`config.mk`:
```
export PLATFORM = sky130hd
export DESIGN_NAME = sha256_224_hash_flat
export DESIGN_NICKNAME = d
export VERILOG_FILES = /design/src/sv/sha_pkg.sv /design/src/sv/sha_stream_if.sv /design/src/sv/sha256_224_hash.sv /design/src/sv/sha_ram.sv /design/src/sv/sha_round.sv /design/src/flat_wrapper.sv
export SDC_FILE = /design/constraint.sdc
export NUM_CORES = 2
export LEC_CHECK = 0
export ABC_AREA = 1
export BUFFER_PORTS_ARGS = -buffer_cell sky130_fd_sc_hd__clkbuf_2
export CAP_MARGIN = 30
export CELL_PAD_IN_SITES_DETAIL_PLACEMENT = 0
export CELL_PAD_IN_SITES_GLOBAL_PLACEMENT = 1
export CORE_MARGIN = 2
export CORE_UTILIZATION = 24
export CTS_BUF_LIST = sky130_fd_sc_hd__clkbuf_16
export DETAILED_ROUTE_END_ITERATION = 8
export PLACE_DENSITY = 0.48
export SYNTH_ARGS = -nofsm -noshare
export SYNTH_HDL_FRONTEND = slang
export SYNTH_SLANG_ARGS = --single-unit
```
`constraint.sdc`:
```
create_clock -name clock -period 20.2 [get_ports clock]
set_input_delay 4.04 -clock clock [delete_from_list [all_inputs] [get_ports clock]]
set_output_delay 4.04 -clock clock [all_outputs]
set_load 0.1 [all_outputs]
```
`src/sv/sha_pkg.sv`:
```
`default_nettype none
package sha_pkg;

   localparam int WordWidth = 32;
   localparam int BufDepth  = 16;
   localparam int BufAddrW  = 4;
   localparam int ChainDepth = 8;
   localparam int ChainAddrW = 3;
   localparam int Rounds = 64;

   localparam logic [7:0] PadByte = 8'h80;
   localparam logic [2:0] LastWord256 = 3'd7;
   localparam logic [2:0] LastWord224 = 3'd6;

   typedef logic [WordWidth-1:0] word_type;

   function automatic word_type round_k(input logic [5:0] i);
      word_type k;
      case (i)
         6'd0: k = 32'h428a2f98;  6'd1: k = 32'h71374491;  6'd2: k = 32'hb5c0fbcf;
         6'd3: k = 32'he9b5dba5;  6'd4: k = 32'h3956c25b;  6'd5: k = 32'h59f111f1;
         6'd6: k = 32'h923f82a4;  6'd7: k = 32'hab1c5ed5;  6'd8: k = 32'hd807aa98;
         6'd9: k = 32'h12835b01;  6'd10: k = 32'h243185be; 6'd11: k = 32'h550c7dc3;
         6'd12: k = 32'h72be5d74; 6'd13: k = 32'h80deb1fe; 6'd14: k = 32'h9bdc06a7;
         6'd15: k = 32'hc19bf174; 6'd16: k = 32'he49b69c1; 6'd17: k = 32'hefbe4786;
         6'd18: k = 32'h0fc19dc6; 6'd19: k = 32'h240ca1cc; 6'd20: k = 32'h2de92c6f;
         6'd21: k = 32'h4a7484aa; 6'd22: k = 32'h5cb0a9dc; 6'd23: k = 32'h76f988da;
         6'd24: k = 32'h983e5152; 6'd25: k = 32'ha831c66d; 6'd26: k = 32'hb00327c8;
         6'd27: k = 32'hbf597fc7; 6'd28: k = 32'hc6e00bf3; 6'd29: k = 32'hd5a79147;
         6'd30: k = 32'h06ca6351; 6'd31: k = 32'h14292967; 6'd32: k = 32'h27b70a85;
         6'd33: k = 32'h2e1b2138; 6'd34: k = 32'h4d2c6dfc; 6'd35: k = 32'h53380d13;
         6'd36: k = 32'h650a7354; 6'd37: k = 32'h766a0abb; 6'd38: k = 32'h81c2c92e;
         6'd39: k = 32'h92722c85; 6'd40: k = 32'ha2bfe8a1; 6'd41: k = 32'ha81a664b;
         6'd42: k = 32'hc24b8b70; 6'd43: k = 32'hc76c51a3; 6'd44: k = 32'hd192e819;
         6'd45: k = 32'hd6990624; 6'd46: k = 32'hf40e3585; 6'd47: k = 32'h106aa070;
         6'd48: k = 32'h19a4c116; 6'd49: k = 32'h1e376c08; 6'd50: k = 32'h2748774c;
         6'd51: k = 32'h34b0bcb5; 6'd52: k = 32'h391c0cb3; 6'd53: k = 32'h4ed8aa4a;
         6'd54: k = 32'h5b9cca4f; 6'd55: k = 32'h682e6ff3; 6'd56: k = 32'h748f82ee;
         6'd57: k = 32'h78a5636f; 6'd58: k = 32'h84c87814; 6'd59: k = 32'h8cc70208;
         6'd60: k = 32'h90befffa; 6'd61: k = 32'ha4506ceb; 6'd62: k = 32'hbef9a3f7;
         default: k = 32'hc67178f2;
      endcase
      return k;
   endfunction

   function automatic word_type init_hash(input logic mode, input logic [2:0] i);
      word_type h;
      case ({mode, i})
         4'd0: h = 32'h6a09e667;  4'd1: h = 32'hbb67ae85;
         4'd2: h = 32'h3c6ef372;  4'd3: h = 32'ha54ff53a;
         4'd4: h = 32'h510e527f;  4'd5: h = 32'h9b05688c;
         4'd6: h = 32'h1f83d9ab;  4'd7: h = 32'h5be0cd19;
         4'd8: h = 32'hc1059ed8;  4'd9: h = 32'h367cd507;
         4'd10: h = 32'h3070dd17; 4'd11: h = 32'hf70e5939;
         4'd12: h = 32'hffc00b31; 4'd13: h = 32'h68581511;
         4'd14: h = 32'h64f98fa7; default: h = 32'hbefa4fa4;
      endcase
      return h;
   endfunction

   function automatic word_type rotr(input word_type x, input int n);
      return (x >> n) | (x << (WordWidth - n));
   endfunction

   // round control handed from the sequencer to the round datapath
   typedef struct packed {
      logic       init;     // load working vars from chain words
      logic       round;    // run one round
      logic [5:0] rnd;      // round number
      logic       sched_ld; // w window takes buffer word (rounds 0..15)
   } round_ctl_type;

endpackage
`default_nettype wire

```
`src/sv/sha_stream_if.sv`:
```
`default_nettype none
interface sha_req_if;
   logic        valid;
   logic        ready;
   logic [31:0] msg_word;
   logic [2:0]  valid_bytes;
   logic        end_of_message;
   modport source (output valid, msg_word, valid_bytes, end_of_message, input ready);
   modport sink (input valid, msg_word, valid_bytes, end_of_message, output ready);
endinterface

interface sha_rsp_if;
   logic        valid;
   logic        ready;
   logic [31:0] digest_word;
   logic [2:0]  word_index;
   logic        last_digest_word;
   modport source (output valid, digest_word, word_index, last_digest_word, input ready);
   modport sink (input valid, digest_word, word_index, last_digest_word, output ready);
endinterface

interface sha_csr_if;
   logic valid;
   logic ready;
   logic digest_mode;
   modport source (output valid, digest_mode, input ready);
   modport sink (input valid, digest_mode, output ready);
endinterface
`default_nettype wire

```
`src/sv/sha256_224_hash.sv`:
```
`default_nettype none
// A word is accepted in idle and packed into the block byte by byte; no new word is taken
// until it is absorbed and the block returns to idle. A full block is compressed: the
// chain words load the working vars, the rounds run, then the vars are added back. End
// of message adds the pad bytes and one or two compressions, then a read and 7 or 8
// digest transactions, one per cycle while rsp.ready is held, then the chain words are
// reloaded. Throughput is set by byte-serial packing and the single round unit.
// Reset (synchronous): SHA-256 mode, fill and bit count cleared, chain words loaded.
module sha256_224_hash (
   input wire logic clock,
   input wire logic reset,
   sha_req_if.sink  req,
   sha_rsp_if.source rsp,
   sha_csr_if.sink  csr
);
   import sha_pkg::*;

   typedef enum logic [3:0] {
      S_IVLOAD, S_IDLE, S_ABSORB, S_PAD, S_CINIT, S_CROUND, S_CADD, S_OUT
   } state_type;

   state_type    state_ff;
   logic         mode_ff;
   logic [5:0]   fill_ff;      // bytes in block
   logic [63:0]  bits_ff;
   logic [63:0]  len_ff;       // latched length for padding
   word_type     word_ff;
   logic [2:0]   nbytes_ff;    // remaining bytes of held word
   logic         eom_ff;
   logic         padding_ff;   // in padding sequence
   logic         pad80_ff;     // 0x80 already placed
   logic [6:0]   cnt_ff;       // generic step counter
   logic [1:0]   padphase_ff;  // 0 pad and zero bytes, 1 length bytes
   word_type     part_ff;      // word being assembled
   logic         out_v_ff;
   word_type     out_d_ff;
   logic [2:0]   out_i_ff;
   logic         out_l_ff;

   // buffer memory
   logic         buf_we;
   logic [3:0]   buf_wa, buf_ra;
   word_type     buf_wd, buf_rd;
   sha_ram #(.Width(WordWidth), .Depth(BufDepth)) u_buf (
      .clock, .wr_en(buf_we), .wr_addr(buf_wa), .wr_data(buf_wd),
      .rd_addr(buf_ra), .rd_data(buf_rd));

   // chain memory
   logic         ch_we;
   logic [2:0]   ch_wa, ch_ra;
   word_type     ch_wd, ch_rd;
   sha_ram #(.Width(WordWidth), .Depth(ChainDepth)) u_chain (
      .clock, .wr_en(ch_we), .wr_addr(ch_wa), .wr_data(ch_wd),
      .rd_addr(ch_ra), .rd_data(ch_rd));

   round_ctl_type ctl;
   word_type      var_out;
   sha_round u_round (.clock, .ctl, .buf_word(buf_rd), .init_word(ch_rd), .var_out);

   // byte placed into assembling word
   logic [7:0] byte_v;
   logic [1:0] bpos;
   word_type   part_next;
   always_comb begin
      bpos = fill_ff[1:0];
      part_next = part_ff;
      part_next[8*(3-bpos) +: 8] = byte_v;
   end

   logic [2:0] last_idx;
   assign last_idx = mode_ff ? LastWord224 : LastWord256;

   assign req.ready = (state_ff == S_IDLE) && !csr.valid;
   assign csr.ready = (state_ff == S_IDLE);
   assign rsp.valid = out_v_ff;
   assign rsp.digest_word = out_d_ff;
   assign rsp.word_index = out_i_ff;
   assign rsp.last_digest_word = out_l_ff;

   // memory control
   always_comb begin
      byte_v = word_ff[31:24];
      if (state_ff == S_PAD) begin
         byte_v = (padphase_ff == 2'd0) ? (pad80_ff ? 8'h00 : PadByte)
                : len_ff[63:56];
      end
      buf_we = 1'b0;
      buf_wa = fill_ff[5:2];
      buf_wd = part_next;
      if ((state_ff == S_ABSORB && nbytes_ff != 3'd0) || state_ff == S_PAD) begin
         buf_we = (bpos == 2'd3);
      end
      buf_ra = cnt_ff[3:0];
      ch_we = 1'b0;
      ch_wa = cnt_ff[2:0];
      ch_wd = init_hash(mode_ff, cnt_ff[2:0]);
      ch_ra = cnt_ff[2:0];
      if (state_ff == S_IVLOAD) begin
         ch_we = 1'b1;
      end else if (state_ff == S_CADD && cnt_ff >= 7'd1 && cnt_ff <= 7'd8) begin
         ch_we = 1'b1;
         ch_wa = 3'(cnt_ff - 7'd1);
         ch_wd = ch_rd + var_out;
      end
      ctl.init = (state_ff == S_CINIT && cnt_ff >= 7'd1)
              || (state_ff == S_CADD && cnt_ff >= 7'd1);
      ctl.round = (state_ff == S_CROUND);
      ctl.rnd = cnt_ff[5:0];
      ctl.sched_ld = (cnt_ff < 7'd16);
      if (state_ff == S_CROUND) begin
         buf_ra = 4'(cnt_ff + 7'd1);
      end else if (state_ff == S_CINIT) begin
         buf_ra = 4'd0;
      end
      if (state_ff == S_OUT) begin
         // read the word the output register takes next; repeat it while stalled
         ch_ra = (!out_v_ff || rsp.ready) ? cnt_ff[2:0] : 3'(cnt_ff - 7'd1);
      end
   end

   // control sequencer
   always_ff @(posedge clock) begin
      if (reset) begin
         state_ff <= S_IVLOAD;
         mode_ff <= 1'b0;
         fill_ff <= '0;
         bits_ff <= '0;
         cnt_ff <= '0;
         out_v_ff <= 1'b0;
         padding_ff <= 1'b0;
      end else begin
         case (state_ff)
            S_IVLOAD: begin
               cnt_ff <= cnt_ff + 7'd1;
               if (cnt_ff[2:0] == 3'd7) begin
                  cnt_ff <= '0;
                  state_ff <= S_IDLE;
               end
            end
            S_IDLE: begin
               if (csr.valid) begin
                  mode_ff <= csr.digest_mode;
                  fill_ff <= '0;
                  bits_ff <= '0;
                  cnt_ff <= '0;
                  state_ff <= S_IVLOAD;
               end else if (req.valid) begin
                  word_ff <= req.msg_word;
                  nbytes_ff <= (req.valid_bytes > 3'd4) ? 3'd4 : req.valid_bytes;
                  eom_ff <= req.end_of_message;
                  state_ff <= S_ABSORB;
               end
            end
            S_ABSORB: begin
               if (nbytes_ff != 3'd0) begin
                  part_ff <= part_next;
                  word_ff <= {word_ff[23:0], 8'h00};
                  nbytes_ff <= nbytes_ff - 3'd1;
                  bits_ff <= bits_ff + 64'd8;
                  fill_ff <= fill_ff + 6'd1;
                  if (fill_ff == 6'd63) begin
                     cnt_ff <= '0;
                     state_ff <= S_CINIT;
                  end
               end else if (eom_ff) begin
                  len_ff <= bits_ff;
                  padding_ff <= 1'b1;
                  pad80_ff <= 1'b0;
                  padphase_ff <= 2'd0;
                  state_ff <= S_PAD;
               end else begin
                  state_ff <= S_IDLE;
               end
            end
            S_PAD: begin
               part_ff <= part_next;
               fill_ff <= fill_ff + 6'd1;
               if (padphase_ff == 2'd0) begin
                  pad80_ff <= 1'b1;
                  if (fill_ff == 6'd55) begin
                     padphase_ff <= 2'd1;
                  end
               end else begin
                  len_ff <= {len_ff[55:0], 8'h00};
               end
               if (fill_ff == 6'd63) begin
                  cnt_ff <= '0;
                  state_ff <= S_CINIT;
               end
            end
            S_CINIT: begin
               cnt_ff <= cnt_ff + 7'd1;
               if (cnt_ff == 7'd8) begin
                  cnt_ff <= '0;
                  state_ff <= S_CROUND;
               end
            end
            S_CROUND: begin
               cnt_ff <= cnt_ff + 7'd1;
               if (cnt_ff == 7'd63) begin
                  cnt_ff <= '0;
                  state_ff <= S_CADD;
               end
            end
            S_CADD: begin
               cnt_ff <= cnt_ff + 7'd1;
               if (cnt_ff == 7'd9) begin
                  cnt_ff <= '0;
                  if (!padding_ff) begin
                     state_ff <= S_ABSORB;
                  end else if (padphase_ff == 2'd0) begin
                     state_ff <= S_PAD;
                  end else begin
                     state_ff <= S_OUT;
                  end
               end
            end
            S_OUT: begin
               // cnt is the index of the next word loaded plus one
               if (!out_v_ff || rsp.ready) begin
                  if (out_v_ff && out_l_ff) begin
                     out_v_ff <= 1'b0;
                     padding_ff <= 1'b0;
                     fill_ff <= '0;
                     bits_ff <= '0;
                     cnt_ff <= '0;
                     state_ff <= S_IVLOAD;
                  end else if (cnt_ff == 7'd0 && !out_v_ff) begin
                     cnt_ff <= 7'd1;  // first read issued at cnt 0
                  end else begin
                     out_v_ff <= 1'b1;
                     out_d_ff <= ch_rd;
                     out_i_ff <= 3'(cnt_ff - 7'd1);
                     out_l_ff <= (3'(cnt_ff - 7'd1) == last_idx);
                     cnt_ff <= cnt_ff + 7'd1;
                  end
               end
            end
            default: state_ff <= S_IDLE;
         endcase
      end
   end
endmodule
`default_nettype wire

```
`src/sv/sha_ram.sv`:
```
`default_nettype none
module sha_ram #(
   parameter int Width = 32,
   parameter int Depth = 16
) (
   input  wire logic                     clock,
   input  wire logic                     wr_en,
   input  wire logic [$clog2(Depth)-1:0] wr_addr,
   input  wire logic [Width-1:0]         wr_data,
   input  wire logic [$clog2(Depth)-1:0] rd_addr,
   output logic      [Width-1:0]         rd_data
);
   logic [Width-1:0] mem [Depth];

   always_ff @(posedge clock) begin
      if (wr_en) begin
         mem[wr_addr] <= wr_data;
      end
      rd_data <= mem[rd_addr];
   end
endmodule
`default_nettype wire

```
`src/sv/sha_round.sv`:
```
`default_nettype none
// Round datapath: working variables and a 16-word message schedule window.
module sha_round (
   input  wire logic                 clock,
   input  wire sha_pkg::round_ctl_type ctl,
   input  wire sha_pkg::word_type    buf_word,   // block word for rounds 0..15
   input  wire sha_pkg::word_type    init_word,  // chain word shifted in during init
   output sha_pkg::word_type         var_out     // working var leaving (a position)
);
   import sha_pkg::*;

   word_type v_ff [8];
   word_type v_in [8];
   word_type w_ff [16];
   word_type w_in [16];
   word_type wt, s0, s1, ch, mj, t1, e0, e1, wn;

   // schedule: new word from the window
   always_comb begin
      s0 = rotr(w_ff[1], 7) ^ rotr(w_ff[1], 18) ^ (w_ff[1] >> 3);
      s1 = rotr(w_ff[14], 17) ^ rotr(w_ff[14], 19) ^ (w_ff[14] >> 10);
      wn = w_ff[0] + s0 + w_ff[9] + s1;
      wt = ctl.sched_ld ? buf_word : wn;
      for (int i = 0; i < 15; i++) begin
         w_in[i] = w_ff[i+1];
      end
      w_in[15] = wt;
   end

   // compression round
   always_comb begin
      e1 = rotr(v_ff[4], 6) ^ rotr(v_ff[4], 11) ^ rotr(v_ff[4], 25);
      ch = (v_ff[4] & v_ff[5]) ^ (~v_ff[4] & v_ff[6]);
      t1 = v_ff[7] + e1 + ch + round_k(ctl.rnd) + wt;
      e0 = rotr(v_ff[0], 2) ^ rotr(v_ff[0], 13) ^ rotr(v_ff[0], 22);
      mj = (v_ff[0] & v_ff[1]) ^ (v_ff[0] & v_ff[2]) ^ (v_ff[1] & v_ff[2]);
      for (int i = 0; i < 8; i++) begin
         v_in[i] = v_ff[i];
      end
      if (ctl.round) begin
         v_in[7] = v_ff[6]; v_in[6] = v_ff[5]; v_in[5] = v_ff[4];
         v_in[4] = v_ff[3] + t1;
         v_in[3] = v_ff[2]; v_in[2] = v_ff[1]; v_in[1] = v_ff[0];
         v_in[0] = t1 + e0 + mj;
      end else if (ctl.init) begin
         // rotate: chain word k enters at h, after 8 shifts v[k] = H[k]
         for (int i = 0; i < 7; i++) begin
            v_in[i] = v_ff[i+1];
         end
         v_in[7] = init_word;
      end
   end

   always_ff @(posedge clock) begin
      v_ff <= v_in;
      if (ctl.round) begin
         w_ff <= w_in;
      end
   end

   // during final add the vars rotate the same way, v[0] leaves first
   assign var_out = v_ff[0];
endmodule
`default_nettype wire

```
`src/flat_wrapper.sv`:
```
// flat-port wrapper written by rule: the top's interface ports become plain ports
module sha256_224_hash_flat import sha_pkg::*;
  (clock, reset, req_valid, req_msg_word, req_valid_bytes, req_end_of_message, req_ready, rsp_valid, rsp_digest_word, rsp_word_index, rsp_last_digest_word, rsp_ready, csr_valid, csr_digest_mode, csr_ready);
  sha_req_if req_i ();
  sha_rsp_if rsp_i ();
  sha_csr_if csr_i ();
  input wire logic clock;
  input wire logic reset;
  input wire logic [$bits(req_i.valid)-1:0] req_valid;
  input wire logic [$bits(req_i.msg_word)-1:0] req_msg_word;
  input wire logic [$bits(req_i.valid_bytes)-1:0] req_valid_bytes;
  input wire logic [$bits(req_i.end_of_message)-1:0] req_end_of_message;
  output wire logic [$bits(req_i.ready)-1:0] req_ready;
  output wire logic [$bits(rsp_i.valid)-1:0] rsp_valid;
  output wire logic [$bits(rsp_i.digest_word)-1:0] rsp_digest_word;
  output wire logic [$bits(rsp_i.word_index)-1:0] rsp_word_index;
  output wire logic [$bits(rsp_i.last_digest_word)-1:0] rsp_last_digest_word;
  input wire logic [$bits(rsp_i.ready)-1:0] rsp_ready;
  input wire logic [$bits(csr_i.valid)-1:0] csr_valid;
  input wire logic [$bits(csr_i.digest_mode)-1:0] csr_digest_mode;
  output wire logic [$bits(csr_i.ready)-1:0] csr_ready;
  assign req_i.valid = req_valid;
  assign req_i.msg_word = req_msg_word;
  assign req_i.valid_bytes = req_valid_bytes;
  assign req_i.end_of_message = req_end_of_message;
  assign req_ready = req_i.ready;
  assign rsp_valid = rsp_i.valid;
  assign rsp_digest_word = rsp_i.digest_word;
  assign rsp_word_index = rsp_i.word_index;
  assign rsp_last_digest_word = rsp_i.last_digest_word;
  assign rsp_i.ready = rsp_ready;
  assign csr_i.valid = csr_valid;
  assign csr_i.digest_mode = csr_digest_mode;
  assign csr_ready = csr_i.ready;
  sha256_224_hash u_core (.clock(clock), .reset(reset), .req(req_i), .rsp(rsp_i), .csr(csr_i));
endmodule
```
# After elaboration in Yosys (flattened, before gate mapping)
# Memory sizes are Yosys's and may differ from the RTL's. A register that Yosys moved wholly into a read port is not among the register bits.
# Index checks and enable logic that the tools add are counted.
# word_totals
n_memories	4
output_inout_bits	39
register_bits	1023
mem_bits_rw	768
mem_bits_ro	2560
# classes
muxes	91
shifts	2
n_bitwise	31
n_addsub	18
eq_ne	32
order_cmp	4
reduce_logical	37
# memory_table
name	depth	word_bits	read_ports	rd_ports_with_merged_regs	write_ports	line_no	text
(name not given)	64	32	1	1	0	sha_pkg.sv:19	case (i)
(name not given)	16	32	1	0	0	sha_pkg.sv:48	case ({mode, i})
u_core.u_buf.mem	16	32	1	1	1	sha_ram.sv:13	logic [Width-1:0] mem [Depth];
u_core.u_chain.mem	8	32	1	1	1	sha_ram.sv:13	
# op_table
operator	count
2-to-1 mux 256 bit	2
2-to-1 mux 64 bit	7
adder 32 bit	11
bitwise XOR 32 bit	9
2-to-1 mux 32 bit	7
case mux 64 bit (3 select lines)	1
AND 32 bit	5
case mux 32 bit (2 select lines)	2
case mux 64 bit (2 select lines)	1
2-to-1 mux 7 bit	10
adder 64 x 4 -> 64 bit (second input constant)	1
case mux 7 bit (8 select lines)	1
2-to-1 mux 4 bit	13
2-to-1 mux 6 bit	6
AND reduction 5 bit	7
negator 32 -> 34 bit	1
variable shift 8 x 34 -> 32 bit (first input constant)	1
indexed part select 8 x 34 -> 32 bit	1
bitwise mux 32 bit	1
inverter 32 bit	1
OR 10 x 32 -> 32 bit	1
OR 13 x 32 -> 32 bit	1
OR 14 x 32 -> 32 bit	1
OR 15 x 32 -> 32 bit	1
other kinds (53)	123

# Logic depth before layout (Yosys ltp)
# logic_depth
depth_word	11
mapped_depth	46

# Modules after synthesis
# A second synthesis with hierarchy kept.
# hier_totals
hier_cells	9778
area_unflattened_um2	94519.4
# modules_own_cells
module	cells_per_inst	instances	area_each_um2	seq_area_each_um2
sha_round	4283	1	44228.7	23062.1
sha_ram (u_core.u_buf)	2122	1	22745.6	16015.4
sha256_224_hash	2217	1	15672.5	6636.4
sha_ram (u_core.u_chain)	1156	1	11872.6	8328.0

# Worst setup path after synthesis
# No wires, ideal clock.
# synth_path
path_type	register -> register
start	register u_core.state_ff[0]
end	register u_core.u_round.w_ff[0] in the netlist's numbering, enable pin
n_path_buf	3
required_time_ps	19127
path_stages_with_launch	8
setup_slack_ps	3803
t_arrival_ps	15324
setup_time_ps	1073
period_less_slack_ps	16397
cell_sequence	dfxtp_1 -> inv_2 -> nor2_2 -> nand2_1 -> inv_2 -> clkbuf_1 -> clkbuf_1 -> buf_1
# synth_between
elab_chain_len	1
# synth_lines
element	line_no	text
start, declared	sha256_224_hash.sv:22	state_type state_ff;
start signal, assigned	sha256_224_hash.sv:124	state_ff <= S_IVLOAD;
start signal, assigned	sha256_224_hash.sv:137	state_ff <= S_IDLE;
start signal, assigned	sha256_224_hash.sv:146	state_ff <= S_IVLOAD;
equality test 4 x 3 -> 1 bit	sha256_224_hash.sv:107	ctl.round = (state_ff == S_CROUND);
end signal, assigned	sha_round.sv:57	w_ff <= w_in;
end, declared	sha_round.sv:14	word_type w_ff [16];
# Every way passes these cells.
# A chain may end at the register's enable or synchronous reset.

==> metrics.txt <==
Post-synth top cells=edfxtp_1, nand2_1, o21ai_0; synthesized net count=8619; YS warnings=0; Vias per Instance=4.53; setup TNS=0 ns; Hold Vio Cnt, Final=0; total grt overflow=0; IO Count=81; worst setup path class=register to register; CTS Hold Bufs=0; final WL=301000 um; fraction of layout cells with a size suffix above 1=0.0824; clock sink total=1880; slew of the pin with the lowest slew margin=1.16 ns; area of placed instances=95800 um^2; Initial Utilization=0.241; number of synthesized flops with an enable pin=1703; sequential area share after synthesis=0.613; post-layout min period=10.71 ns; max cap viols=0; global-route usage over all layers=0.156; count leader, synth=edfxtp_1; initial antenna violation count=10; Clock Path Buffers=4; WL per Instance=22.4 um; setup bufs post-CTS=0; Yosys top cell area share=0.573; Area Overhead vs Synth=15.4%; Die X-Extent=614 um; hold crit path type=register to register; ANT nets after route=0; Synth area leader=edfxtp_1; largest net degree at the start of global routing=196; worst skew pair latency=0.94 ns; core area=370000 um^2; DRC errors left=0; Netlist cell types=65; WP data arrival=11.35 ns; Synth async-reset ratio=0; initial drt markers=5075; Synth Cell Area=89200 um^2; Required @ worst endpoint=20.84 ns; FP Rows=223; Worst Setup End Kind=register; Finished Cell Area=103000 um^2; FILL cells=38500; drt first pass iters=6; worst clock skew=0.102 ns; largest cells by area after synthesis=edfxtp_1, nand2_1, o21ai_0; CTS tree=done; DP Wirelength=204000 um; status=finished clean; Top FF cell, synth=edfxtp_1; Cells after Synth=8199; post-CTS sizing=0; Critical Path Source Type=register; setup violators final=0; Mapped Avg Cell Area=10.9 um^2; RSZ-0062 raised after global routing=no; clk slew on worst S/H paths=0.06 ns; die height=614 um; Port Buffer Count=80; first-pass GRT wire length=433000 um; fmax=93.4 MHz; clk root buf=clkbuf_16; vias in the first global route=60500; detailed-route via count=60800; die area=377000 um^2; slowest CP cell=o21ai_0; H-tree lvl count=4; GPL Wtd Cong=0.894; CTS buffer count=219; Rel. slew slack=0.229; period utilization=0.530; delay of the slowest cell on the worst path=0.70 ns; crit-path max FO=4; fin nets=8688; Final Max Slew Viols=0; Synth Register Bits=1880
## placed cells by master (no fill, tap or decap), drive strengths merged, types with 34 or more instances in the layout
cell    count
nand4      42
o22ai     118
o221ai     85
dfxtp     177
clkinv    102
o21ai     921
or2        34
a31oi      53
nor3       86
buf       147
inv       911
clkbuf    302
xor2      173
nand3     319
ha        190
o211ai     63
a21oi     353
fa        188
edfxtp   1703
xnor2     177
nand2    1314
nor2      812
## worst max-delay path: cells and delay by family (launching register included)
kind,cells,cell delay (ns)
AOI/OAI and AO/OA,7,2.24
buffers and inverters,6,0.46
and+or+nand+nor,15,1.76
DFF,1,0.47
xor gates and xnor gates,4,1.00
adders and majority gates,10,4.48
## area by class of cell
type                            count  area, um^2  share of cell area
Sequential cell                  1880       54700               0.531
Multi-Input combinational cell   5082       30200               0.293
Clock buffer                      221        5530              0.0537
Timing Repair Buffer              228        1630              0.0159
Inverter                          857        3240              0.0314
Tap cell                         4950        6190              0.0601
Antenna cell                        9        22.5            0.000219
Clock inverter                    181        1530              0.0149
## sequential cells by signal, indices dropped and copies added, names as in the netlist, named ones only
register                     flops
u_core.rsp.valid                 1
u_core.u_round.w_ff            512
u_core.eom_ff                    1
u_core.u_chain.rd_data          32
u_core.u_round.v_ff            224
u_core.word_ff                  32
u_core.u_chain.mem             256
u_core.u_buf.mem               512
u_core.mode_ff                   1
u_core.rsp.digest_word          32
u_core.rsp.last_digest_word      1
u_core.rsp.word_index            3
u_core.state_ff                  4
u_core.part_ff                  32
u_core.fill_ff                   6
u_core.nbytes_ff                 3
u_core.u_buf.rd_data            32
u_core.pad80_ff                  1
u_core.len_ff                   61
u_core.padphase_ff               1
u_core.padding_ff                1
u_core.cnt_ff                    7
u_core.u_round.var_out          32
u_core.bits_ff                  61
## cells by family after synthesis
| logic type | Yosys count | synth area share |
|---|---|---|
| flops | 1880 | 0.613 |
| simple gates | 2645 | 0.124 |
| mux | 1 | 0.000112 |
| xor+xnor | 350 | 0.0343 |
| compound gates | 1706 | 0.107 |
| buf+inv | 1237 | 0.0531 |
| other cells | 1 | 0.0000420 |
| fa+ha+maj | 379 | 0.0689 |
## per-layer routing
metal / routed length, um / global-route usage / vias up
met5: 25 / 0 / -
met2: 139000 / 0.253 / 1419
met1: 142000 / 0.222 / 30500
li1: - / - / 28500
met3: 13400 / 0.0202 / 343
met4: 6270 / 0.0337 / 4
## metrics by stage
step / hold WS [ns] / std cells / util / setup WS, ns
3_5_place_dp: 0.405 / 13000 / 0.259 / 9.51
2_1_floorplan: 0.400 / 8199 / - / 3.80
3_3_place_gp: 0.400 / 13000 / 0.258 / 9.54
4_1_cts: 0.361 / 13400 / 0.278 / 9.45
5_1_grt: 0.365 / 13400 / 0.279 / 8.77
6_report: 0.347 / 13400 / 0.279 / 9.49
## path summary, 6_finish.rpt
path / from / end / slack (ns) / cells past startpoint
worst max-delay path: u_core.u_round.w_ff[456] / u_core.u_round.var_out[28] / 9.49 / 42
worst min-delay path: u_core.u_round.w_ff[351] / u_core.u_round.w_ff[383] / 0.35 / 0
worst max register to register: u_core.u_round.w_ff[456] / u_core.u_round.var_out[28] / 9.49 / 42
worst min register to register: u_core.u_round.w_ff[351] / u_core.u_round.w_ff[383] / 0.35 / 0
Power is not shown: default switching activity piles up to over one toggle a cycle in this logic, so the estimate is an artifact.
